File: src/rtl/lgs_pkg.sv
// shared types, constants and the next-generation row function for the life grid block
package lgs_pkg;

	localparam int GRID_ROWS = 48;
	localparam int GRID_COLS = 64;
	localparam int ROW_W = $clog2(GRID_ROWS);
	localparam int CNT_W = $clog2(GRID_ROWS + 2);

	// command codes
	localparam logic [1:0] CMD_WRITE = 2'd0;
	localparam logic [1:0] CMD_STEP = 2'd1;
	localparam logic [1:0] CMD_READ = 2'd2;

	// three-cell window masks, bit 0 is the left neighbor
	localparam logic [2:0] WIN_MID = 3'h2;
	localparam logic [2:0] WIN_SIDES = 3'h5;

	typedef logic [GRID_COLS-1:0] row_t;

	typedef enum logic [2:0] {
		ST_IDLE,
		ST_RD_ISSUE,
		ST_RD_DONE,
		ST_GEN,
		ST_GEN_DONE
	} state_t;

	typedef enum logic [1:0] {
		RES_IMM,
		RES_READ,
		RES_GEN
	} res_sel_t;

	typedef struct packed {
		logic     cap;
		logic     wr_in;
		logic     rd_item;
		logic     gen_clear;
		logic     gen_run;
		logic     load;
		res_sel_t res_sel;
	} dp_cmd_t;

	typedef struct packed {
		logic       slot_free;
		logic [1:0] in_cmd;
		logic       idx_err;
		logic       gen_last;
	} dp_stat_t;

	// columns j-1, j, j+1 with dead cells past both edges
	function automatic logic [2:0] window3(input row_t r, input int j);
		logic [GRID_COLS+1:0] padded;
		padded = {1'b0, r, 1'b0};
		return padded[j +: 3];
	endfunction

	function automatic logic [1:0] count3(input logic [2:0] w);
		return {1'b0, w[0]} + {1'b0, w[1]} + {1'b0, w[2]};
	endfunction

	// B3/S23 applied to every column of one row
	function automatic row_t next_row(input row_t above, input row_t here, input row_t below);
		row_t       res;
		logic [2:0] wh;
		logic [3:0] n;
		logic       alive;
		res = '0;
		for (int j = 0; j < GRID_COLS; j++) begin
			wh = window3(here, j);
			n = 4'(count3(window3(above, j))) + 4'(count3(window3(below, j)))
				+ 4'(count3(wh & WIN_SIDES));
			alive = |(wh & WIN_MID);
			res[j] = (n == 4'd3) || (alive && (n == 4'd2));
		end
		return res;
	endfunction

endpackage

File: src/rtl/lgs_ctrl.sv
// controller state machine for the life grid block
module lgs_ctrl (
	input  logic              clk,
	input  logic              arst_n,
	input  logic              in_valid,
	output logic              in_ready,
	input  lgs_pkg::dp_stat_t stat,
	output lgs_pkg::dp_cmd_t  cmd
);

	lgs_pkg::state_t state_q;
	lgs_pkg::state_t state_nxt;

	always_ff @(posedge clk or negedge arst_n) begin
		if (!arst_n) begin
			state_q <= lgs_pkg::ST_IDLE;
		end else begin
			state_q <= state_nxt;
		end
	end

	always_comb begin
		state_nxt = state_q;
		in_ready = 1'b0;
		cmd = '0;
		cmd.res_sel = lgs_pkg::RES_IMM;
		case (state_q)
			lgs_pkg::ST_IDLE: begin
				in_ready = stat.slot_free;
				if (in_valid && stat.slot_free) begin
					cmd.cap = 1'b1;
					case (stat.in_cmd)
						lgs_pkg::CMD_READ: begin
							if (stat.idx_err) begin
								cmd.load = 1'b1;
							end else begin
								state_nxt = lgs_pkg::ST_RD_ISSUE;
							end
						end
						lgs_pkg::CMD_STEP: begin
							cmd.gen_clear = 1'b1;
							state_nxt = lgs_pkg::ST_GEN;
						end
						lgs_pkg::CMD_WRITE: begin
							cmd.wr_in = !stat.idx_err;
							cmd.load = 1'b1;
						end
						default: begin
							cmd.load = 1'b1;
						end
					endcase
				end
			end
			lgs_pkg::ST_RD_ISSUE: begin
				cmd.rd_item = 1'b1;
				state_nxt = lgs_pkg::ST_RD_DONE;
			end
			lgs_pkg::ST_RD_DONE: begin
				// keep reading the same row so the data stays fresh while stalled
				cmd.rd_item = 1'b1;
				cmd.res_sel = lgs_pkg::RES_READ;
				if (stat.slot_free) begin
					cmd.load = 1'b1;
					state_nxt = lgs_pkg::ST_IDLE;
				end
			end
			lgs_pkg::ST_GEN: begin
				cmd.gen_run = 1'b1;
				if (stat.gen_last) begin
					state_nxt = lgs_pkg::ST_GEN_DONE;
				end
			end
			lgs_pkg::ST_GEN_DONE: begin
				cmd.res_sel = lgs_pkg::RES_GEN;
				if (stat.slot_free) begin
					cmd.load = 1'b1;
					state_nxt = lgs_pkg::ST_IDLE;
				end
			end
			default: begin
				state_nxt = lgs_pkg::ST_IDLE;
			end
		endcase
	end

endmodule

File: src/rtl/lgs_dp.sv
// datapath for the life grid block: row memory, row window, rule logic, result register
module lgs_dp (
	input  logic              clk,
	input  logic              arst_n,
	input  lgs_pkg::dp_cmd_t  cmd,
	output lgs_pkg::dp_stat_t stat,
	input  logic [1:0]        command,
	input  logic [5:0]        row_index,
	input  logic [63:0]       row_value,
	output logic              out_valid,
	input  logic              out_ready,
	output logic [63:0]       row_data,
	output logic [1:0]        done_command,
	output logic              index_error
);

	lgs_pkg::row_t mem [lgs_pkg::GRID_ROWS];
	logic [lgs_pkg::GRID_ROWS-1:0] row_ok_q;

	logic [lgs_pkg::ROW_W-1:0] idx_q;
	logic [lgs_pkg::CNT_W-1:0] cnt_q;
	lgs_pkg::row_t above_q;
	lgs_pkg::row_t here_q;
	lgs_pkg::row_t rd_data_s1;
	logic          rd_ok_s1;

	logic        out_valid_q;
	logic [63:0] row_data_q;
	logic [1:0]  done_command_q;
	logic        index_error_q;

	logic                      idx_err;
	logic [lgs_pkg::ROW_W-1:0] in_addr;
	logic                      gen_rd;
	logic                      gen_wr;
	logic                      rd_en;
	logic [lgs_pkg::ROW_W-1:0] rd_addr;
	logic                      wr_en;
	logic [lgs_pkg::ROW_W-1:0] wr_addr;
	lgs_pkg::row_t             wr_data;
	lgs_pkg::row_t             below;
	lgs_pkg::row_t             fresh;
	logic                      slot_free;

	assign idx_err = int'(row_index) >= lgs_pkg::GRID_ROWS;
	assign in_addr = lgs_pkg::ROW_W'(row_index);

	assign gen_rd = cmd.gen_run && (cnt_q < lgs_pkg::CNT_W'(lgs_pkg::GRID_ROWS));
	assign gen_wr = cmd.gen_run && (cnt_q >= lgs_pkg::CNT_W'(2));

	assign rd_en = cmd.rd_item || gen_rd;
	assign rd_addr = cmd.rd_item ? idx_q : lgs_pkg::ROW_W'(cnt_q);

	// never-written rows and the row past the bottom edge read as dead
	assign below = rd_ok_s1 ? rd_data_s1 : '0;
	assign fresh = lgs_pkg::next_row(above_q, here_q, below);

	assign wr_en = cmd.wr_in || gen_wr;
	assign wr_addr = cmd.wr_in ? in_addr : lgs_pkg::ROW_W'(cnt_q - lgs_pkg::CNT_W'(2));
	assign wr_data = cmd.wr_in ? row_value[lgs_pkg::GRID_COLS-1:0] : fresh;

	assign slot_free = !out_valid_q || out_ready;

	always_comb begin
		stat.slot_free = slot_free;
		stat.in_cmd = command;
		stat.idx_err = idx_err;
		stat.gen_last = cnt_q == lgs_pkg::CNT_W'(lgs_pkg::GRID_ROWS + 1);
	end

	always_ff @(posedge clk) begin
		if (wr_en) begin
			mem[wr_addr] <= wr_data;
		end
		if (rd_en) begin
			rd_data_s1 <= mem[rd_addr];
		end
	end

	always_ff @(posedge clk or negedge arst_n) begin
		if (!arst_n) begin
			row_ok_q <= '0;
			rd_ok_s1 <= 1'b0;
			cnt_q <= '0;
			out_valid_q <= 1'b0;
		end else begin
			if (wr_en) begin
				row_ok_q[wr_addr] <= 1'b1;
			end
			rd_ok_s1 <= rd_en && row_ok_q[rd_addr];
			if (cmd.gen_clear) begin
				cnt_q <= '0;
			end else if (cmd.gen_run) begin
				cnt_q <= cnt_q + lgs_pkg::CNT_W'(1);
			end
			if (cmd.load) begin
				out_valid_q <= 1'b1;
			end else if (out_ready) begin
				out_valid_q <= 1'b0;
			end
		end
	end

	// row window slides down one row per step
	always_ff @(posedge clk) begin
		if (cmd.cap) begin
			idx_q <= in_addr;
		end
		if (cmd.gen_clear) begin
			above_q <= '0;
			here_q <= '0;
		end else if (cmd.gen_run && (cnt_q >= lgs_pkg::CNT_W'(1))) begin
			above_q <= here_q;
			here_q <= below;
		end
	end

	always_ff @(posedge clk) begin
		if (cmd.load) begin
			case (cmd.res_sel)
				lgs_pkg::RES_READ: begin
					row_data_q <= 64'(below);
					done_command_q <= lgs_pkg::CMD_READ;
					index_error_q <= 1'b0;
				end
				lgs_pkg::RES_GEN: begin
					row_data_q <= '0;
					done_command_q <= lgs_pkg::CMD_STEP;
					index_error_q <= 1'b0;
				end
				default: begin
					row_data_q <= '0;
					done_command_q <= command;
					index_error_q <= idx_err
						&& ((command == lgs_pkg::CMD_WRITE) || (command == lgs_pkg::CMD_READ));
				end
			endcase
		end
	end

	assign out_valid = out_valid_q;
	assign row_data = row_data_q;
	assign done_command = done_command_q;
	assign index_error = index_error_q;

`ifndef SYNTHESIS
	a_no_overrun: assert property (@(posedge clk) disable iff (!arst_n)
		cmd.load |-> slot_free)
		else $error("result loaded over a pending result");
	a_wr_range: assert property (@(posedge clk) disable iff (!arst_n)
		wr_en |-> (int'(wr_addr) < lgs_pkg::GRID_ROWS))
		else $error("row write outside the grid");
	a_gen_bound: assert property (@(posedge clk) disable iff (!arst_n)
		cmd.gen_run |-> (int'(cnt_q) <= lgs_pkg::GRID_ROWS + 1))
		else $error("generation counter overran");
	a_wr_port: assert property (@(posedge clk) disable iff (!arst_n)
		cmd.wr_in |-> !cmd.gen_run)
		else $error("row write during generation step");
`endif

endmodule

File: src/rtl/life_grid_generation_step_top.sv
// top level of the life grid block: B3/S23 grid of rows by 64 columns
//
// one input channel (in_valid/in_ready) carries command, row_index, row_value;
// one output channel (out_valid/out_ready) returns row_data, done_command, index_error.
// every input transfer produces exactly one output transfer, in order.
// write row: the row is stored and the result is loaded into the output register
//   at the input transfer; back-to-back writes go at one per cycle while results are taken
// read row: the controller passes ST_RD_ISSUE then ST_RD_DONE before the result is
//   loaded (memory read port is registered); the next read waits until it is loaded
// generation step: the row memory is swept once through its single read port,
//   one row per cycle with a three-row window, then the result is loaded;
//   rows are written back in place right behind the reads
// out-of-range row index or unknown command: answered at once, grid untouched
// one command is in work at a time; in_ready is high only while the controller
// is idle and the output register is empty or being drained
// when the receiver stalls the result holds in the output register and the
// next command waits until it is taken
// reset clears per-row valid flags, so every row reads as dead right away;
// no clearing sweep is needed
module life_grid_generation_step_top (
	input  logic        clk,
	input  logic        arst_n,
	input  logic        in_valid,
	output logic        in_ready,
	input  logic [1:0]  command,
	input  logic [5:0]  row_index,
	input  logic [63:0] row_value,
	output logic        out_valid,
	input  logic        out_ready,
	output logic [63:0] row_data,
	output logic [1:0]  done_command,
	output logic        index_error
);

	// command and status between the sequencer and the datapath
	lgs_pkg::dp_cmd_t  dp_cmd;
	lgs_pkg::dp_stat_t dp_stat;

	lgs_ctrl u_ctrl (
		.clk      (clk),
		.arst_n   (arst_n),
		.in_valid (in_valid),
		.in_ready (in_ready),
		.stat     (dp_stat),
		.cmd      (dp_cmd)
	);

	// row memory, window registers, rule logic and output register
	lgs_dp u_dp (
		.clk          (clk),
		.arst_n       (arst_n),
		.cmd          (dp_cmd),
		.stat         (dp_stat),
		.command      (command),
		.row_index    (row_index),
		.row_value    (row_value),
		.out_valid    (out_valid),
		.out_ready    (out_ready),
		.row_data     (row_data),
		.done_command (done_command),
		.index_error  (index_error)
	);

endmodule

File: config.mk
export PLATFORM = sky130hd
export DESIGN_NAME = life_grid_generation_step_top
export DESIGN_NICKNAME = d
export VERILOG_FILES = /design/src/rtl/lgs_pkg.sv /design/src/rtl/lgs_ctrl.sv /design/src/rtl/lgs_dp.sv /design/src/rtl/life_grid_generation_step_top.sv
export SDC_FILE = /design/constraint.sdc
export NUM_CORES = 2
export LEC_CHECK = 0
export BUFFER_PORTS_ARGS = -buffer_cell sky130_fd_sc_hd__buf_2
export CORE_MARGIN = 3
export CORE_UTILIZATION = 35
export CTS_CLUSTER_DIAMETER = 30
export DETAILED_ROUTE_END_ITERATION = 8
export HOLD_SLACK_MARGIN = 0.12
export SYNTH_ARGS = -nofsm -noshare
export SYNTH_HDL_FRONTEND = slang
export SYNTH_HIERARCHICAL = 1
export SYNTH_SLANG_ARGS = --single-unit
File: constraint.sdc
create_clock -name clk -period 14.51 [get_ports clk]
set_input_delay 2.902 -clock clk [delete_from_list [all_inputs] [get_ports clk]]
set_output_delay 2.902 -clock clk [all_outputs]
set_load 0.1 [all_outputs]
-- Yosys cells after proc, flatten, opt, wreduce, memory -nomap -nowiden
Memories as Yosys holds them, arrays and structs flattened. A register that Yosys moved wholly into a read port is not among the register bits.
Index checks and enable logic that the tools add are counted.
W data, S select, Z words.
- logic and storage cells: 789
- flip-flop bits (word level): 260
- output and inout port bits: 69
- memories: 1
- RAM bits: 3072
- mux-type cells: 36
- reduce and logical (&&, ||, !) cells: 149
- equal/unequal tests: 142
- add/subtract/negate cells: 442
- bitwise logic cells: 1
- order comparisons: 7
- memory list (name ; words ; bits a word ; read ports ; clocked after Yosys merged registers in ; write ports ; RTL line ; source):
    u_dp.mem ; 48 ; 64 ; 1 ; 1 ; 1 ; lgs_dp.sv:17 ; lgs_pkg::row_t mem [lgs_pkg::GRID_ROWS];
- operators by type and width (cell ; number):
    $eq A4 B2 Y1 const B ; 128
    $add A1 B1 Y2 ; 188
    $add A2 B1 Y2 ; 124
    $add A4 B2 Y4 ; 57
    $add A2 B2 Y3 ; 64
    $mux W64 ; 2
    $logic_and A1 B1 Y1 ; 71
    $logic_or A1 B1 Y1 ; 68
    $or A48 B48 Y48 ; 1
    $mux W6 ; 4
    $add A3 B2 Y4 ; 5
    $mux W1 ; 16
    $lt A6 B7 Y1 const B ; 2
    $ge A6 B1 Y1 const B ; 2
    $mux W3 ; 4
    $pmux W3 S4 ; 1
    $pmux W2 S2 ; 2
    $add A6 B1 Y6 const B ; 1
    $bmux W1 S6 ; 1
    $demux W1 S6 ; 1
    $eq A3 B2 Y1 const B ; 2
    $eq A6 B6 Y1 const B ; 1
    $ge A6 B2 Y1 const B ; 1
    $ge A6 B6 Y1 const B ; 1
    20 further kinds ; 30

-- Longest topological paths before layout
- word-level depth: 11
- mapped depth: 16
- depth with buffers taken out: 14

-- Cells and area by module
Netlist, hierarchy kept.
- modules (own cells, without submodules) (module ; area an instance (um^2) ; cells each ; instances):
    lgs_dp ; 142180.1 ; 9001 ; 1
    lgs_ctrl ; 274.0 ; 29 ; 1

-- Worst setup path before layout
Ideal clock, no wire load.
- path type: input -> register
- start point: input port row_index[5]
- end point: register u_dp.done_command_q[0], in the netlist u_dp/done_command[0], enable pin
- path buffers: 1
- setup time: 853 ps
- slack: -164 ps
- data required time: 13657 ps
- stages: 5
- arrival time: 13821 ps
- path through: and2_1 buf_4 or3b_1 a311oi_1 a2111oi_0
- RTL lines (what ; RTL line ; source):
    start, declared ; life_grid_generation_step_top.sv:26 ; input logic [5:0] row_index,
    end signal, assigned ; lgs_dp.sv:123 ; done_command_q <= lgs_pkg::CMD_READ;
    end signal, assigned ; lgs_dp.sv:128 ; done_command_q <= lgs_pkg::CMD_STEP;
    end signal, assigned ; lgs_dp.sv:133 ; done_command_q <= command;
    end, declared ; lgs_dp.sv:29 ; logic [1:0] done_command_q;

==> results by group <==
CTS
  – Worst-path clk slew: 50 ps
  – Post-CTS sizing: 0
  – Hold Buf Count CTS: 0
  – CTS Buf Count: 542
  – Num Clock Sinks: 3396
  – Setup bufs post-CTS: 0
  – Clock Latency Late Sink: 930 ps
  – H-Tree Depth: 6
  – CTS tree: done
  – CTS Buffer Depth: 4
  – Clock tree root driver cell: clkbuf_16

Pwr
  – P_int: 0.0263 W
  – Clock power frac: 0.299
  – Sw Ratio: 0.391
  – Maximum VDD drop: 0.000262 V
  – Psw: 0.0169 W
  – Reg power frac: 0.322
  – Logic gate share of total power: 0.380
  – Leak pwr: 58.6 nW
  – Power Density: 255 nW/um2

Critical path
  – Crit-path max FO: 51
  – Bufs and invs on worst path: 3
  – Crit path capture type: flop
  – Critical Path Stages: 11
  – Top delay family on crit path: simple AND/OR/NAND/NOR gates
  – Startpoint Class: input pin
  – Worst r2r dst: u_dp/rd_data_s1[33]
  – Worst-path cell chain: buf_2, nand2b_1, nor4b_4, nand2_1, nor4_4, buf_4, nand2_1, o21ai_0, nand3_1, nor2_4, buf_4
  – CP startpoint: out_ready
  – Worst reg2reg setup slack: 7860 ps
  – Critical path class: in -> reg
  – Max stage delay on crit path: 1230 ps
  – R2R Path Start: u_ctrl/state_q[1]
  – Worst Path Required: 15040 ps
  – WP data arrival: 8080 ps
  – Slowest CP cell: nor2_4
  – Reg2Reg Depth: 12
  – Crit path capture: u_dp/mem[47][50]

Global route
  – All-Layer GR Usage: 0.204
  – Vias in the first global route: 84483
  – Global route total overflow: 0
  – Largest net degree at the start of global routing: 109
  – Initial antenna violation count: 11
  – First-pass GRT wire length: 617 mm

Final layout
  – Layout Area Growth over Synthesis: 18.6%
  – Final Instance Area: 169000 um2
  – Fin nets: 9973
  – Share of cells above drive strength 1: 0.198
  – Fill count: 35645
  – Post-layout util: 0.418

Yosys
  – Synth Instances: 9030
  – Cell Area, Synth: 142000 um2
  – Count of cell types in the netlist: 79
  – Most used DFF post-synth: edfxtp_1
  – Yosys synthesis warning count: 6
  – Post-synth top area share: 0.676
  – Sequential element share of the synthesized area: 0.705
  – Syn nets: 9551
  – Syn Area/Cell: 15.8 um2
  – Top cell type by total area after synthesis: edfxtp_1
  – Most frequent cell after synthesis: edfxtp_1
  – Post-synth EDFFs: 3209
  – Commonest cells post-synth: edfxtp_1, nand2_1, nand3_1, mux4_2, inv_1
  – Largest cells by area after synthesis: edfxtp_1, mux4_2, nand2_1, fa_1, nand3_1
  – Synth async-reset ratio: 0.0174
  – Register bit count reported by yosys: 3396

STA
  – Setup TNS: 0 ps
  – Final Max Tran Viols: 0
  – FMAX: 132 MHz
  – Final period util: 0.520
  – Rel. slew slack: 0.0744
  – Post-route minimum period: 7550 ps
  – Clock Skew: 48.6 ps
  – Worst Max-Slew Pin Slew: 1380 ps
  – Final hold violations: 0
  – RSZ-0062 raised after global routing: false
  – Final setup vio count: 0

Floorplanning
  – IO Count: 145
  – Row count: 233
  – Die Span Y: 644 um
  – Core outline area: 404000 um2
  – Starting Density: 0.353
  – Die W: 644 um
  – Die area: 415000 um2

Placed design
  – HPWL Detailed: 251 mm
  – Placed inst area: 151000 um2
  – Routability cong.: 0.860
  – # port buffers: 144

Detailed routing
  – Drt total wl: 434 mm
  – Initial DRT Pass Iterations: 8
  – Vias: 85853
  – Starting DRT DRC Count: 11417
  – Final ANT Viol Nets: 0
  – Avg WL per Cell: 28.4 um
  – Via density: 5.61
  – DRC Markers: 0

Worst hold path
  – Hold/Removal Path Class: reg -> reg

Job
  – Max cap viols: 0

Outcome
  – Status: complete, no violations
==> layer usage <==
layer / wire length, um / GRT usage / share of wire
met5: 0 / 0 / 0
met2: 198000 / 0.316 / 0.46
met1: 169000 / 0.279 / 0.39
met3: 52400 / 0.0538 / 0.12
met4: 14600 / 0.0665 / 0.034
==> cell usage in the layout (no fill, tap or decap), drive strengths merged, types with 12 or more instances in the layout <==
cell type / instances
a31oi: 65
and3: 126
a2111oi: 13
nor4: 15
a311oi: 48
o22ai: 27
clkinv: 164
fa: 252
or2: 27
a211oi: 22
ha: 193
edfxtp: 3209
o21bai: 18
buf: 397
clkinvlp: 50
nor3: 21
a22oi: 32
nand2: 1557
o21ai: 203
a21oi: 308
a32o: 12
nand4: 52
o211ai: 86
nor2: 110
dfxtp: 128
a32oi: 37
nand3: 613
o2111ai: 19
a22o: 14
o31ai: 21
mux4: 477
mux2i: 183
bufinv: 58
dfrtp: 59
inv: 503
clkbuf: 612
==> registers in the layout, indices dropped and copies added (netlist names) <==
| register | cells |
|---|---|
| u_ctrl/state_q | 3 |
| u_dp/above_q | 64 |
| u_dp/cnt_q | 6 |
| u_dp/done_command | 2 |
| u_dp/here_q | 64 |
| u_dp/idx_q | 6 |
| u_dp/index_error | 1 |
| u_dp/mem | 3072 |
| u_dp/out_valid | 1 |
| u_dp/rd_data_s1 | 64 |
| u_dp/rd_ok_s1 | 1 |
| u_dp/row_data | 64 |
| u_dp/row_ok_q | 48 |
==> layout make-up <==
type,count,area [um2],share of cell area
flip-flops and latches,3396,100000,0.594
multi-input cells,4707,39200,0.232
clock buffers,612,14300,0.0844
well taps,5405,6760,0.0400
clock inverters,367,4000,0.0237
repair buffers,397,2800,0.0166
inverters,408,1530,0.00906
diodes,10,25.0,0.000148
==> metrics by stage <==
stage / hold slack (ps) / setup slack [ps] / total power (W) / cells
finish: 464 / 6960 / 0.0432 / 15302
global route: 484 / 6780 / 0.0448 / 15294
CTS: 463 / 7070 / 0.0431 / 15289
detailed placement: 447 / 6100 / 0.0302 / 14310
global placement: 448 / 6120 / 0.0298 / 14310
floorplan: 430 / 3160 / 0.0236 / 9030
==> power groups by stage <==
stage	logic (W)	clock network (W)	registers, W
3_3_place_gp	0.0158	0	0.0140
6_report	0.0164	0.0129	0.0139
2_1_floorplan	0.00912	0	0.0144
4_1_cts	0.0162	0.0130	0.0139
5_1_grt	0.0174	0.0135	0.0139
3_5_place_dp	0.0161	0	0.0141
==> worst register-to-register path: stages (launching register included) <==
cell	delay, ps
dfrtp_1	570
xnor2_1	170
nor2_4	180
buf_4	740
mux2_8	730
buf_4	670
buf_12	670
buf_4	770
mux4_2	350
nand2_1	50
and3_1	200
a31oi_1	980
o32a_1	390
==> kinds of logic (layout without fill, tap and decap cells) <==
family,after synthesis,after routing,synth area share
adder cells (fa/ha/maj),445,445,0.0524
flip-flops,3396,3396,0.705
buffers and inverters,927,1784,0.0287
multiplexers,671,671,0.0892
other,0,10,0
AND/OR/NAND/NOR,2567,2567,0.0782
XOR/XNOR,8,8,0.000492
AO/OA/AOI/OAI,1016,1016,0.0462
==> worst min-delay path by stage <==
stage | from | end | slack (ps) | cells past startpoint
2_1_floorplan | u_dp/row_ok_q[19] | u_dp/row_ok_q[19] | 430 | 1
3_3_place_gp | u_dp/row_ok_q[42] | u_dp/row_ok_q[42] | 450 | 1
3_5_place_dp | u_dp/row_ok_q[31] | u_dp/row_ok_q[31] | 450 | 1
4_1_cts | u_dp/above_q[2] | u_dp/above_q[2] | 460 | 2
5_1_grt | u_dp/above_q[2] | u_dp/above_q[2] | 480 | 2
6_report | u_dp/above_q[2] | u_dp/above_q[2] | 460 | 2
Note: power is estimated with default switching activity, not from simulation.
